--- src/rtl/spb_pkg.sv ---
// shared constants and types for the sparse paged bit store
`timescale 1ns / 1ps
package spb_pkg;

    localparam int PAGE_SLOTS  = 64;
    localparam int STORE_WORDS = 4096;
    localparam int MAX_PAGE    = 4096;

    localparam int SLOT_W  = $clog2(PAGE_SLOTS);
    localparam int SCNT_W  = $clog2(PAGE_SLOTS + 1);
    localparam int WADDR_W = $clog2(STORE_WORDS);
    localparam int WCNT_W  = $clog2(STORE_WORDS + 1);

    localparam int INDEX_W = 48;
    localparam int PSIZE_W = 13;
    localparam int OFF_W   = 12;
    localparam int PAGES_W = 7;
    localparam int BITS_W  = 19;
    localparam int WORD_W  = 64;
    localparam int NEED_W  = 7;

    localparam int DIV_STEPS  = 4;
    localparam int DIV_CYC    = INDEX_W / DIV_STEPS;
    localparam int DIV_CNT_W  = $clog2(DIV_CYC);

    localparam int SLOT_DATA_W = INDEX_W + WADDR_W;

    localparam logic OP_WRITE = 1'b0;
    localparam logic OP_READ  = 1'b1;

    typedef enum logic [2:0] {
        ST_IDLE,
        ST_DIV,
        ST_SEARCH,
        ST_DECIDE,
        ST_ZERO,
        ST_READ,
        ST_MODIFY,
        ST_FINISH
    } state_t;

endpackage

--- src/rtl/spb_rem.sv ---
// iterative remainder unit: bit index modulo the page size, several bits a cycle
`timescale 1ns / 1ps
module spb_rem (
    input  logic                          clk,
    input  logic                          rst_n,
    input  logic                          start,
    input  logic [spb_pkg::INDEX_W-1:0]   dividend,
    input  logic [spb_pkg::PSIZE_W-1:0]   divisor,
    output logic                          done,
    output logic [spb_pkg::PSIZE_W-1:0]   rem
);

    logic [spb_pkg::INDEX_W-1:0]   q_reg, q_next;
    logic [spb_pkg::PSIZE_W-1:0]   r_reg, r_next;
    logic [spb_pkg::DIV_CNT_W-1:0] cnt_reg, cnt_next;
    logic                          busy_reg, busy_next;
    logic                          done_reg, done_next;

    always_comb
    begin
        logic [spb_pkg::PSIZE_W:0] t;
        q_next    = q_reg;
        r_next    = r_reg;
        cnt_next  = cnt_reg;
        busy_next = busy_reg;
        done_next = 1'b0;
        t         = '0;
        if (start)
        begin
            q_next    = dividend;
            r_next    = '0;
            cnt_next  = '0;
            busy_next = 1'b1;
        end
        else if (busy_reg)
        begin
            for (int i = 0; i < spb_pkg::DIV_STEPS; i++)
            begin
                t      = {r_next, q_next[spb_pkg::INDEX_W-1]};
                q_next = {q_next[spb_pkg::INDEX_W-2:0], 1'b0};
                if (t >= {1'b0, divisor})
                begin
                    t = t - {1'b0, divisor};
                end
                r_next = t[spb_pkg::PSIZE_W-1:0];
            end
            cnt_next = cnt_reg + 1'b1;
            if (cnt_reg == spb_pkg::DIV_CNT_W'(spb_pkg::DIV_CYC - 1))
            begin
                busy_next = 1'b0;
                done_next = 1'b1;
            end
        end
    end

    always_ff @(posedge clk or negedge rst_n)
    begin
        if (!rst_n)
        begin
            busy_reg <= 1'b0;
            done_reg <= 1'b0;
            cnt_reg  <= '0;
        end
        else
        begin
            busy_reg <= busy_next;
            done_reg <= done_next;
            cnt_reg  <= cnt_next;
        end
    end

    always_ff @(posedge clk)
    begin
        q_reg <= q_next;
        r_reg <= r_next;
    end

    assign done = done_reg;
    assign rem  = r_reg;

endmodule

--- config.mk ---
export PLATFORM = sky130hd
export DESIGN_NAME = spb_rem
export DESIGN_NICKNAME = d
export VERILOG_FILES = /design/src/rtl/spb_pkg.sv /design/src/rtl/spb_rem.sv
export SDC_FILE = /design/constraint.sdc
export NUM_CORES = 1
export LEC_CHECK = 0
export CAP_MARGIN = 20
export CORE_UTILIZATION = 48
export CTS_BUF_LIST = sky130_fd_sc_hd__clkbuf_8 sky130_fd_sc_hd__clkbuf_16
export DETAILED_ROUTE_END_ITERATION = 7
export DONT_BUFFER_PORTS = 1
export MAX_ROUTING_LAYER = met4
export PLACE_DENSITY = 0.68
export SYNTH_ARGS = -nofsm -noshare
export SYNTH_HDL_FRONTEND = slang
export SYNTH_SLANG_ARGS = --single-unit
--- constraint.sdc ---
create_clock -name clk -period 10.22 [get_ports clk]
set_input_delay 3.066 -clock clk [delete_from_list [all_inputs] [get_ports clk]]
set_output_delay 3.066 -clock clk [all_outputs]
set_load 0.005 [all_outputs]
Yosys cells after proc, flatten, opt, wreduce, memory -nomap -nowiden
Cells that the tools add are included.
- register bits: 67
- word-level logic and storage cells: 36
- multiplexer cells: 20
- equal/unequal tests: 1
- reductions and logical operators: 1
- order comparisons: 4
- add/subtract/negate cells: 5
- operators by type and width (cell ; number):
    $mux W13 ; 10
    $mux W48 ; 2
    $ge A14 B13 Y1 ; 4
    $sub A13 B13 Y13 ; 4
    $mux W4 ; 2
    $mux W1 ; 6
    $add A4 B1 Y4 const B ; 1
    $eq A4 B4 Y1 const B ; 1
    $reduce_bool A2 Y1 ; 1

Longest topological paths before layout
Gate-level depths: netlist of run 1.
- word-level depth: 14
- mapped depth: 42
- mapped depth without buffers: 41

Least setup slack after synthesis of run 1
Ideal clock, no wire load.
- path kind: input port to flip-flop
- start: input divisor[0] in the netlist's numbering
- end: register r_reg (netlist bit rem[2])
- arrival time: 11.483 ns
- stages on the path: 39
- data required time: 10.134 ns
- buffers on the path: 4
- slack: -1.349 ns
- cell sequence: ha_1 -> fa_1 -> and2b_1 -> o2111ai_2 -> a31oi_4 -> a211oi_2 -> nor2_2 -> mux2_2 -> fa_1 -> nor2b_1 -> o31a_1 -> o21ai_2 -> a21oi_1 -> o21a_1 -> or2_1 -> buf_6 -> buf_2 -> mux2_2 -> (+3 left out) -> o41ai_1 -> a21oi_1 -> o22a_1 -> o31a_4 -> buf_2 -> a311o_1 -> ha_1 -> o21a_1 -> o31a_1 -> nor4_1 -> o311a_1 -> a21oi_1 -> o22ai_1 -> o211ai_1 -> mux2_4 -> buf_4 -> mux2i_1 -> a211oi_1
- word-level cells in the longest chain between the ends: 14
- elaborated cells between the ends (all ways): 18
- those cells by class: 4 x add/sub; 4 x order compare; 10 x mux
- RTL lines (item ; RTL line ; text):
    start: declaration ; spb_rem.sv:8 ; input logic [spb_pkg::PSIZE_W-1:0] divisor,
    $sub A13 B13 Y13 or $ge A14 B13 Y1 (tied branches) ; spb_rem.sv:43, spb_rem.sv:41 ;
    $mux W13 ; spb_rem.sv:41 ; if (t >= {1'b0, divisor})
    $mux W13 ; spb_rem.sv:35 ; else if (busy_reg)
    $mux W13 ; spb_rem.sv:28 ; if (start)
    $sub A13 B13 Y13 or $ge A14 B13 Y1 (tied branches) ; spb_rem.sv:43, spb_rem.sv:41 ;
    $mux W13 ; spb_rem.sv:41 ;
    $mux W13 ; spb_rem.sv:35 ;
    $mux W13 ; spb_rem.sv:28 ;
    $ge A14 B13 Y1 or $sub A13 B13 Y13 (tied branches) ; spb_rem.sv:41, spb_rem.sv:43 ;
    $mux W13 ; spb_rem.sv:41 ;
    $mux W13 ; spb_rem.sv:35 ;
    $mux W13 ; spb_rem.sv:28 ;
    $sub A13 B13 Y13 or $ge A14 B13 Y1 (tied branches) ; spb_rem.sv:43, spb_rem.sv:41 ;
    $mux W13 (*) ; spb_rem.sv:41 ;
    end signal: assignment ; spb_rem.sv:75 ; r_reg <= r_next;
    end: declaration ; spb_rem.sv:14 ; logic [spb_pkg::PSIZE_W-1:0] r_reg, r_next;
Every way passes the cells marked *; elsewhere a longest branch is shown, timed or not. The select of a mux whose other input is x is not followed.
A chain may end at the register's enable or synchronous reset.

Worst setup path in the final report of run 1
- start: input divisor[8] in the netlist's numbering
- end: register r_reg (netlist bit rem[5])
The elaborated chain is that of the path after synthesis.

==> reports/metrics.yaml, run 1 <==
synth_edf_count: 48
slowest_delay_ps: 410
firstDrtPassIters: 7
cts-htree-levels: 3
cp.arrival_ps: 10800
setup_tns_ps: -4800
layout_min_cycle_time_ps: 10630
hpwl_um: 13800
stdcell_area_sq_mm: 0.00822
r2r_end: "rem[5]"
largest_reg_flops: 48
clk_latency_ps: 330
pre_cts_ws_ps: -852
cts_hold_buf: 0
drc: 4
async_reset_ff_share_pct: 8.96
slew_headroom_pct: 27.5
drt_iter0_markers: 336
cap_violations: 0
num_rows: 39
drive_gt1_share_pct: 48.6
syn_avg_cell_area_sq_um: 10.2
place.port_buffers: 0
critPathCaptureType: "register"
grt_pass1_wl_um: 28200
drt-total-wl_um: 18100
vias: 5273
violations: "DRC, setup timing"
num-nets-final: 881
worst_pin_slew_ps: 1090
gp_congestion: 0.995
ios: 78
coreArea_sq_mm: 0.0115
final_cells: 907
clkTransAtPathRegs_ps: 60
synthCells: 558
ys_types: 66
cts_tree: "yes"
worstReg2RegStart: "rem[0]"
rsz0062_at_grt: "true"
antenna_found_initial: 0
path_max_fanout: 6
path_class: "input pin to register"
antenna_left: 0
clock_skew_ps: 6.16
synth-seq-cells: 67
die_area_sq_mm: 0.0123
fin_ws_ps: -411
grt_pass1_vias: 5395
worstSetupStartpointType: "input pin"
area.growth.synth_to_final_pct: 43.8
cp.required_ps: 10390
min_path_cells: 1
yosysSeqAreaShare_pct: 32.4
hold_class: "register to register"
dp_cells: 847
grt-ovfl-total: 0
synthesis.nets: 679
grt_max_degree: 69
final_max_slew_viol_count: 0
hold_end: "q_reg[18]"
wl_per_cell_um: 19.9
regToRegSetupSlack_ps: 1790
grt.total_usage_pct: 30.6
yosys_warnings: 0
cpMostUsedCell: "mux2_4"
clock_sinks: 67
hold_viol: 0
nFillCells: 812
die_h_um: 111
final-setup-viol-count: 13
hold_start: "q_reg[14]"
cts_root_buf: "clkbuf_16"
r2r_cells: 38
dpl-instance-area_sq_mm: 0.00730
fp.dieW_um: 111
synth_flop_cell: "edfxtp_1"
clk_path_buf_depth: 2
status: "finished, violations left"
cts_buffers: 9
syn_area_sq_mm: 0.00572
initial_utilization_pct: 49.6
via_per_inst: 5.81
fin_crit_sh_pct: 104
fmax_ghz: 0.0941
diodes: 0
slowest_stage: "fa_2"
-- per-stage QoR --
step,hold WS (ps),utilization [%]
floorplan,502,-
global placement,527,63.4
detailed placement,530,63.4
CTS,544,70.1
global route,565,71.4
finish,545,71.4
-- repair_timing --
item / CTS / global route
endpoints found under the setup margin: 13 / 13
gates resized for setup: 43 / 14
buffers inserted: 36 / 9
cloned: 0 / 1
pin swaps: 29 / 34
-- Yosys cell counts (4+ instances only) --
| cell | number | area share [%] |
|---|---|---|
| nor2b_1 | 9 | 0.98 |
| a211oi_1 | 14 | 1.8 |
| mux2i_1 | 14 | 2.5 |
| o21ai_0 | 18 | 1.6 |
| a211oi_2 | 4 | 0.88 |
| o211ai_1 | 4 | 0.53 |
| mux2_2 | 68 | 13 |
| o21a_1 | 16 | 2.1 |
| or3_1 | 4 | 0.44 |
| nor3_1 | 11 | 0.96 |
| o22ai_1 | 4 | 0.44 |
| dfxtp_1 | 13 | 4.6 |
| ha_1 | 53 | 12 |
| nand2_1 | 15 | 0.98 |
| a21o_1 | 9 | 1.2 |
| inv_1 | 32 | 2.1 |
| and2_1 | 7 | 0.77 |
| edfxtp_1 | 48 | 25 |
| or2_2 | 5 | 0.55 |
| nor2_1 | 45 | 3.0 |
| a21oi_1 | 24 | 2.1 |
| nand2b_1 | 6 | 0.66 |
| nand4_1 | 12 | 1.3 |
| fa_1 | 4 | 1.4 |
| xor2_1 | 8 | 1.2 |
| xnor2_1 | 29 | 4.4 |
| clkbuf_1 | 4 | 0.26 |
| o31ai_1 | 10 | 1.3 |
| dfrtp_1 | 6 | 2.6 |
| buf_1 | 6 | 0.39 |
-- cell usage in the layout, fill, tap and decap left out, types with 11 or more instances in the layout --
master,n
a21oi_1,19
buf_4,200
dfxtp_1,13
edfxtp_1,48
ha_1,33
ha_4,20
inv_1,29
mux2_2,56
mux2_4,15
mux2i_1,11
nand2_1,15
nand4_1,12
nor2_1,39
nor3_1,11
o21a_1,16
o21ai_0,15
xnor2_1,29
-- worst max-delay path by stage --
| stage | start | end | slack [ps] | cells past startpoint |
|---|---|---|---|---|
| floorplan | divisor[0] | rem[0] | -570 | 39 |
| global placement | divisor[0] | rem[4] | -580 | 36 |
| detailed placement | divisor[0] | rem[9] | -850 | 37 |
| CTS | divisor[7] | rem[5] | -250 | 38 |
| global route | divisor[7] | rem[8] | -720 | 39 |
| finish | divisor[8] | rem[5] | -410 | 39 |
-- critical path, delay by kind of cell --
| kind | cells | cell delay [ps] |
|---|---|---|
| AO/OA/AOI/OAI | 21 | 3560 |
| multiplexers | 5 | 1500 |
| adder cells (fa/ha/maj) | 4 | 1250 |
| AND/OR/NAND/NOR | 5 | 870 |
| buffers and inverters | 4 | 540 |
-- kinds of logic (layout without fill, tap and decap cells) --
group,after synthesis,in the layout,share of synthesized area (%)
AOI/OAI and AO/OA,138,138,17.8
and+or+nand+nor,128,128,11.2
muxes,85,85,16.6
DFF,67,67,32.4
adders and majority gates,57,57,13.0
buffers and inverters,46,252,3.26
xor gates and xnor gates,37,37,5.67
-- cell type report --
| cell class | instances | area (sq um) | share of cell area (%) |
|---|---|---|---|
| timing repair buffer | 205 | 1580 | 19.2 |
| inverter | 32 | 135 | 1.64 |
| multi-input combinational | 445 | 4210 | 51.1 |
| sequential | 67 | 1850 | 22.5 |
| clock inverter | 6 | 45.0 | 0.548 |
| clock buffer | 9 | 225 | 2.74 |
| tap | 143 | 179 | 2.18 |
-- per-layer routing --
metal  share of wire [%]  up-vias  global-route usage [%]
li1                    -     2508                       -
met1                  43     2544                    37.4
met2                  48      176                    51.1
met3                 5.7       45                    5.80
met4                 2.8        0                    9.55
met5                   0        -                       -
Power of run 1 is left out: the tool's default activity adds up to more than one toggle a clock period on the data nets, which glitch-free logic cannot reach.
==> run 2: changes to the inputs <==
--- a/config.mk
+++ b/config.mk
@@ -6,12 +6,12 @@
 export NUM_CORES = 1
 export LEC_CHECK = 0
 export CAP_MARGIN = 20
-export CORE_UTILIZATION = 48
+export CORE_UTILIZATION = 35
 export CTS_BUF_LIST = sky130_fd_sc_hd__clkbuf_8 sky130_fd_sc_hd__clkbuf_16
 export DETAILED_ROUTE_END_ITERATION = 7
 export DONT_BUFFER_PORTS = 1
 export MAX_ROUTING_LAYER = met4
-export PLACE_DENSITY = 0.68
+export PLACE_DENSITY_LB_ADDON = 0.15
 export SYNTH_ARGS = -nofsm -noshare
 export SYNTH_HDL_FRONTEND = slang
 export SYNTH_SLANG_ARGS = --single-unit
==> reports/metrics.yaml, run 2 (synthesized netlist as in run 1, its figures left out) <==
crit_buf_inv: 6  # +2
grt_pass1_wl_um: 26900  # -4.7%
drive_gt1_share_pct: 46.8  # -1.7 points
rsz0062_at_grt: "true"
status: "finished, violations left"
hold_class: "register to register"
initial_utilization_pct: 35.9  # -14 points
fin_crit_sh_pct: 104  # +0.28 points
gp_congestion: 0.961  # -3.4%
grt-ovfl-total: 0  # unchanged
final_cells: 959  # +5.7%
grt_pass1_vias: 5026  # -6.8%
die_area_sq_mm: 0.0168  # +36%
worst_pin_slew_ps: 1040  # -49.2 ps
cts_buffers: 9  # unchanged
die_h_um: 130  # +17%
wl_per_cell_um: 18.3  # -8.4%
path_max_fanout: 8  # +2
routed-wl-met2_um: 8380  # -3.6%
m1WireLength_um: 8080  # +3.0%
final-setup-viol-count: 13  # unchanged
slowest_delay_ps: 350  # -60 ps
fp.dieW_um: 130  # +17%
hpwl_um: 14100  # +2.5%
clkTransAtPathRegs_ps: 60  # about the same
final_max_slew_viol_count: 0  # unchanged
cts_root_buf: "clkbuf_16"
clk_path_buf_depth: 2  # unchanged
diodes: 0  # unchanged
critPathCaptureType: "register"
cp.required_ps: 10430  # +40 ps
vias: 4999  # -5.2%
stdcell_area_sq_mm: 0.00818  # -0.55%
cp.arrival_ps: 10870  # +70 ps
antenna_left: 0  # unchanged
violations: "setup timing"
cts-htree-levels: 3  # unchanged
pre_cts_ws_ps: -1080  # -230 ps
dpl-instance-area_sq_mm: 0.00735  # +0.74%
met3RoutedLength_um: 781  # -25%
layout_commonest_cell: "buf_4"
fmax_ghz: 0.0938  # -0.27%
antenna_found_initial: 0  # unchanged
area.growth.synth_to_final_pct: 43.0
worstSetupStartpointType: "input pin"
path_class: "input pin to register"
coreArea_sq_mm: 0.0159  # +38%
final_cell_mix: "177 x buf_4, 60 x mux2_2, 48 x edfxtp_1, 39 x nor2_1, 35 x ha_1"
cts_tree: "yes"
drt_iter0_markers: 241  # -28%
grt_max_degree: 69  # unchanged
crit_family: "compound AO/OA/AOI/OAI gates"
layout_min_cycle_time_ps: 10660  # +28.6 ps
via_per_inst: 5.21  # -10%
largest_reg_flops: 48  # unchanged
clock_skew_ps: 5.72  # -0.439 ps
clk_latency_ps: 330  # about the same
drc: 0  # -4
ios: 78  # unchanged
fin_ws_ps: -439  # -28.6 ps
num_rows: 46  # +18%
dp_cells: 915  # +8.0%
num-nets-final: 860  # -2.4%
nFillCells: 1481  # +82%
firstDrtPassIters: 4  # -3
grt.total_usage_pct: 21.7  # -8.9 points
slowest_stage: "mux2_4"
hold_viol: 0  # unchanged
top_layer: "met4"
clock_sinks: 67  # unchanged
slew_headroom_pct: 30.8  # +3.3 points
drt-total-wl_um: 17500  # -3.1%
cap_violations: 0  # unchanged
fin_hold_ws_ps: 544  # -1.36 ps
place.port_buffers: 0  # unchanged
[run 2: layout make-up]
cell class / instances / area (sq um) / share of cell area (%)
Multi-Input combinational cell: 445 / 4170 / 51.0
Sequential cell: 67 / 1850 / 22.6
Timing Repair Buffer: 184 / 1430 / 17.5
Tap cell: 216 / 270 / 3.31
Clock buffer: 9 / 225 / 2.75
Inverter: 32 / 131 / 1.61
Clock inverter: 6 / 90.1 / 1.10
[run 2: layer usage]
layer	track usage, %	up-vias
li1	-	2468
met1	28.0	2422
met2	35.0	91
met3	3.98	18
met4	5.34	0
met5	-	-
[run 2: worst paths after layout]
check	start	to	slack (ps)	cells past startpoint
worst min-delay path	q_reg[41]	q_reg[45]	540	1
worst min register to register	q_reg[41]	q_reg[45]	540	1
worst max-delay path	divisor[0]	rem[12]	-440	41
min in group asynchronous	rst_n	cnt_reg[1]	2430	0
max in group asynchronous	rst_n	done	7720	0
worst max register to register	rem[0]	rem[12]	1750	41
[run 2: repair_timing]
action / CTS / global route
pin swaps: 23 / 31
endpoints found under the setup margin: 13 / 13
hold buffers: 0 / 0
gates resized for setup: 30 / 24
endpoints found under the hold margin: 0 / 0
cloned: 0 / 0
buffers inserted: 19 / 11
[run 2: per-stage QoR]
step                      util, %  setup TNS (ps)
after floorplan                 -           -6760
after CTS                    49.9           -5190
after detailed placement     46.1          -12660
after global routing         51.3           -9800
final                        51.3           -5290
after global placement       46.1           -9210
Power of run 2 is left out for the same reason.
==> run 3: changes to the inputs <==
--- a/config.mk
+++ b/config.mk
@@ -15,3 +15,4 @@
 export SYNTH_ARGS = -nofsm -noshare
 export SYNTH_HDL_FRONTEND = slang
 export SYNTH_SLANG_ARGS = --single-unit
+export TNS_END_PERCENT = 5
==> reports/metrics.yaml, run 3 (synthesized netlist as in run 1, its figures left out) <==
status: "finished, violations left"
violations: "setup timing"
antenna_found_initial: 0  # unchanged
path_class: "input pin to register"
ios: 78  # unchanged
final_max_slew_viol_count: 0  # unchanged
slew_headroom_pct: 61.8  # +31 points
critPathCaptureType: "register"
area.growth.synth_to_final_pct: 42.9  # about the same
fin_ws_ps: -413  # +26.0 ps
cts_hold_buf: 0  # unchanged
hpwl_um: 13500  # -4.4%
drt-total-wl_um: 17000  # -3.1%
wl_per_cell_um: 17.6  # -3.4%
clkTransAtPathRegs_ps: 60  # about the same
slowest_delay_ps: 420  # +70 ps
fp.dieW_um: 130  # unchanged
setup_tns_ps: -4310  # +976 ps
worstSetupStartpointType: "input pin"
cpMostUsedCell: "mux2_4"
layout_min_cycle_time_ps: 10630  # -26.0 ps
initial_utilization_pct: 35.9  # unchanged
cp.required_ps: 10470  # +40 ps
min_path_cells: 1  # unchanged
clk_path_buf_depth: 2  # unchanged
final-setup-viol-count: 13  # unchanged
pre_cts_ws_ps: -1160  # -74.2 ps
fmax_ghz: 0.0940  # +0.24%
grt.total_usage_pct: 21.4  # -0.33 points
die_area_sq_mm: 0.0168  # unchanged
grt_pass1_wl_um: 26400  # -2.0%
clock_sinks: 67  # unchanged
drive_gt1_share_pct: 46.4  # -0.46 points
gp_congestion: 0.898  # -6.6%
drc: 0  # unchanged
cts_tree: "yes"
fin_crit_sh_pct: 104  # -0.25 points
r2r_cells: 38  # -7.3%
hold_viol: 0  # unchanged
antenna_left: 0  # unchanged
largest_reg_flops: 48  # unchanged
final_cell_mix: "172 x buf_4, 58 x mux2_2, 48 x edfxtp_1, 39 x nor2_1, 35 x ha_1"
slowest_stage: "fa_2"
grt-ovfl-total: 0  # unchanged
cap_violations: 0  # unchanged
clk_latency_ps: 330  # about the same
via_per_inst: 5.20  # -0.19%
final_core_util_pct: 51.2  # about the same
die_h_um: 130  # unchanged
diodes: 0  # unchanged
place.port_buffers: 0  # unchanged
coreArea_sq_mm: 0.0159  # unchanged
layout_commonest_cell: "buf_4"
cp.arrival_ps: 10880  # about the same
cts_root_buf: "clkbuf_16"
num_rows: 46  # unchanged
nFillCells: 1504  # +1.6%
num-nets-final: 862  # +0.23%
clock_skew_ps: 8.05  # +2.33 ps
grt_max_degree: 69  # unchanged
firstDrtPassIters: 4  # unchanged
drt_iter0_markers: 271  # +12%
cts-htree-levels: 3  # unchanged
hold_class: "register to register"
vias: 5005  # +0.12%
path_max_fanout: 7  # -1
grt_pass1_vias: 5114  # +1.8%
worst_pin_slew_ps: 572  # -466 ps
rsz0062_at_grt: "true"
cts_buffers: 9  # unchanged
[run 3: timing repair]
item                       CTS  global route
resized for setup           61            24
setup endpoints to repair   13            13
buffers inserted            21             8
cloned                       0             0
pin swaps                   48            30
[run 3: per-layer routing]
layer | vias up | routed length [um] | global-route usage (%)
met4 | 0 | 233 | 3.83
met3 | 20 | 729 | 4.72
met1 | 2414 | 7520 | 25.7
li1 | 2470 | - | -
met5 | - | 0 | -
met2 | 101 | 8480 | 36.8
[run 3: path summary, 6_finish.rpt]
path | start | end | slack (ps)
setup / recovery | divisor[4] | rem[1] | -410
hold / removal | q_reg[3] | q_reg[7] | 540
setup reg to reg | rem[0] | rem[1] | 1790
hold reg to reg | q_reg[3] | q_reg[7] | 540
max in group asynchronous | rst_n | busy_reg | 7720
min in group asynchronous | rst_n | cnt_reg[2] | 2430
[run 3: final cells by class]
type / instances / area (sq um) / area share [%]
inverters: 32 / 120 / 1.47
flip-flops and latches: 67 / 1850 / 22.7
clock inverters: 7 / 41.3 / 0.505
repair buffers: 186 / 1470 / 18.0
clock buffers: 9 / 225 / 2.76
multi-input cells: 445 / 4190 / 51.3
well taps: 216 / 270 / 3.31
[run 3: critical path, delay by kind of cell]
family	cells	cell delay [ps]
multiplexers	5	1610
buffers and inverters	3	340
adder cells (fa/ha/maj)	4	1330
AND/OR/NAND/NOR	8	1310
AO/OA/AOI/OAI	18	3210
[run 3: through the flow]
step                hold slack, ps  instances  instance area (sq um)
CTS                            545        952                   7940
finish                         542        962                   8170
global route                   557        962                   8170
floorplan                      502        558                   5870
global placement               521        915                   7230
detailed placement             534        915                   7230
Power of run 3 is left out for the same reason.
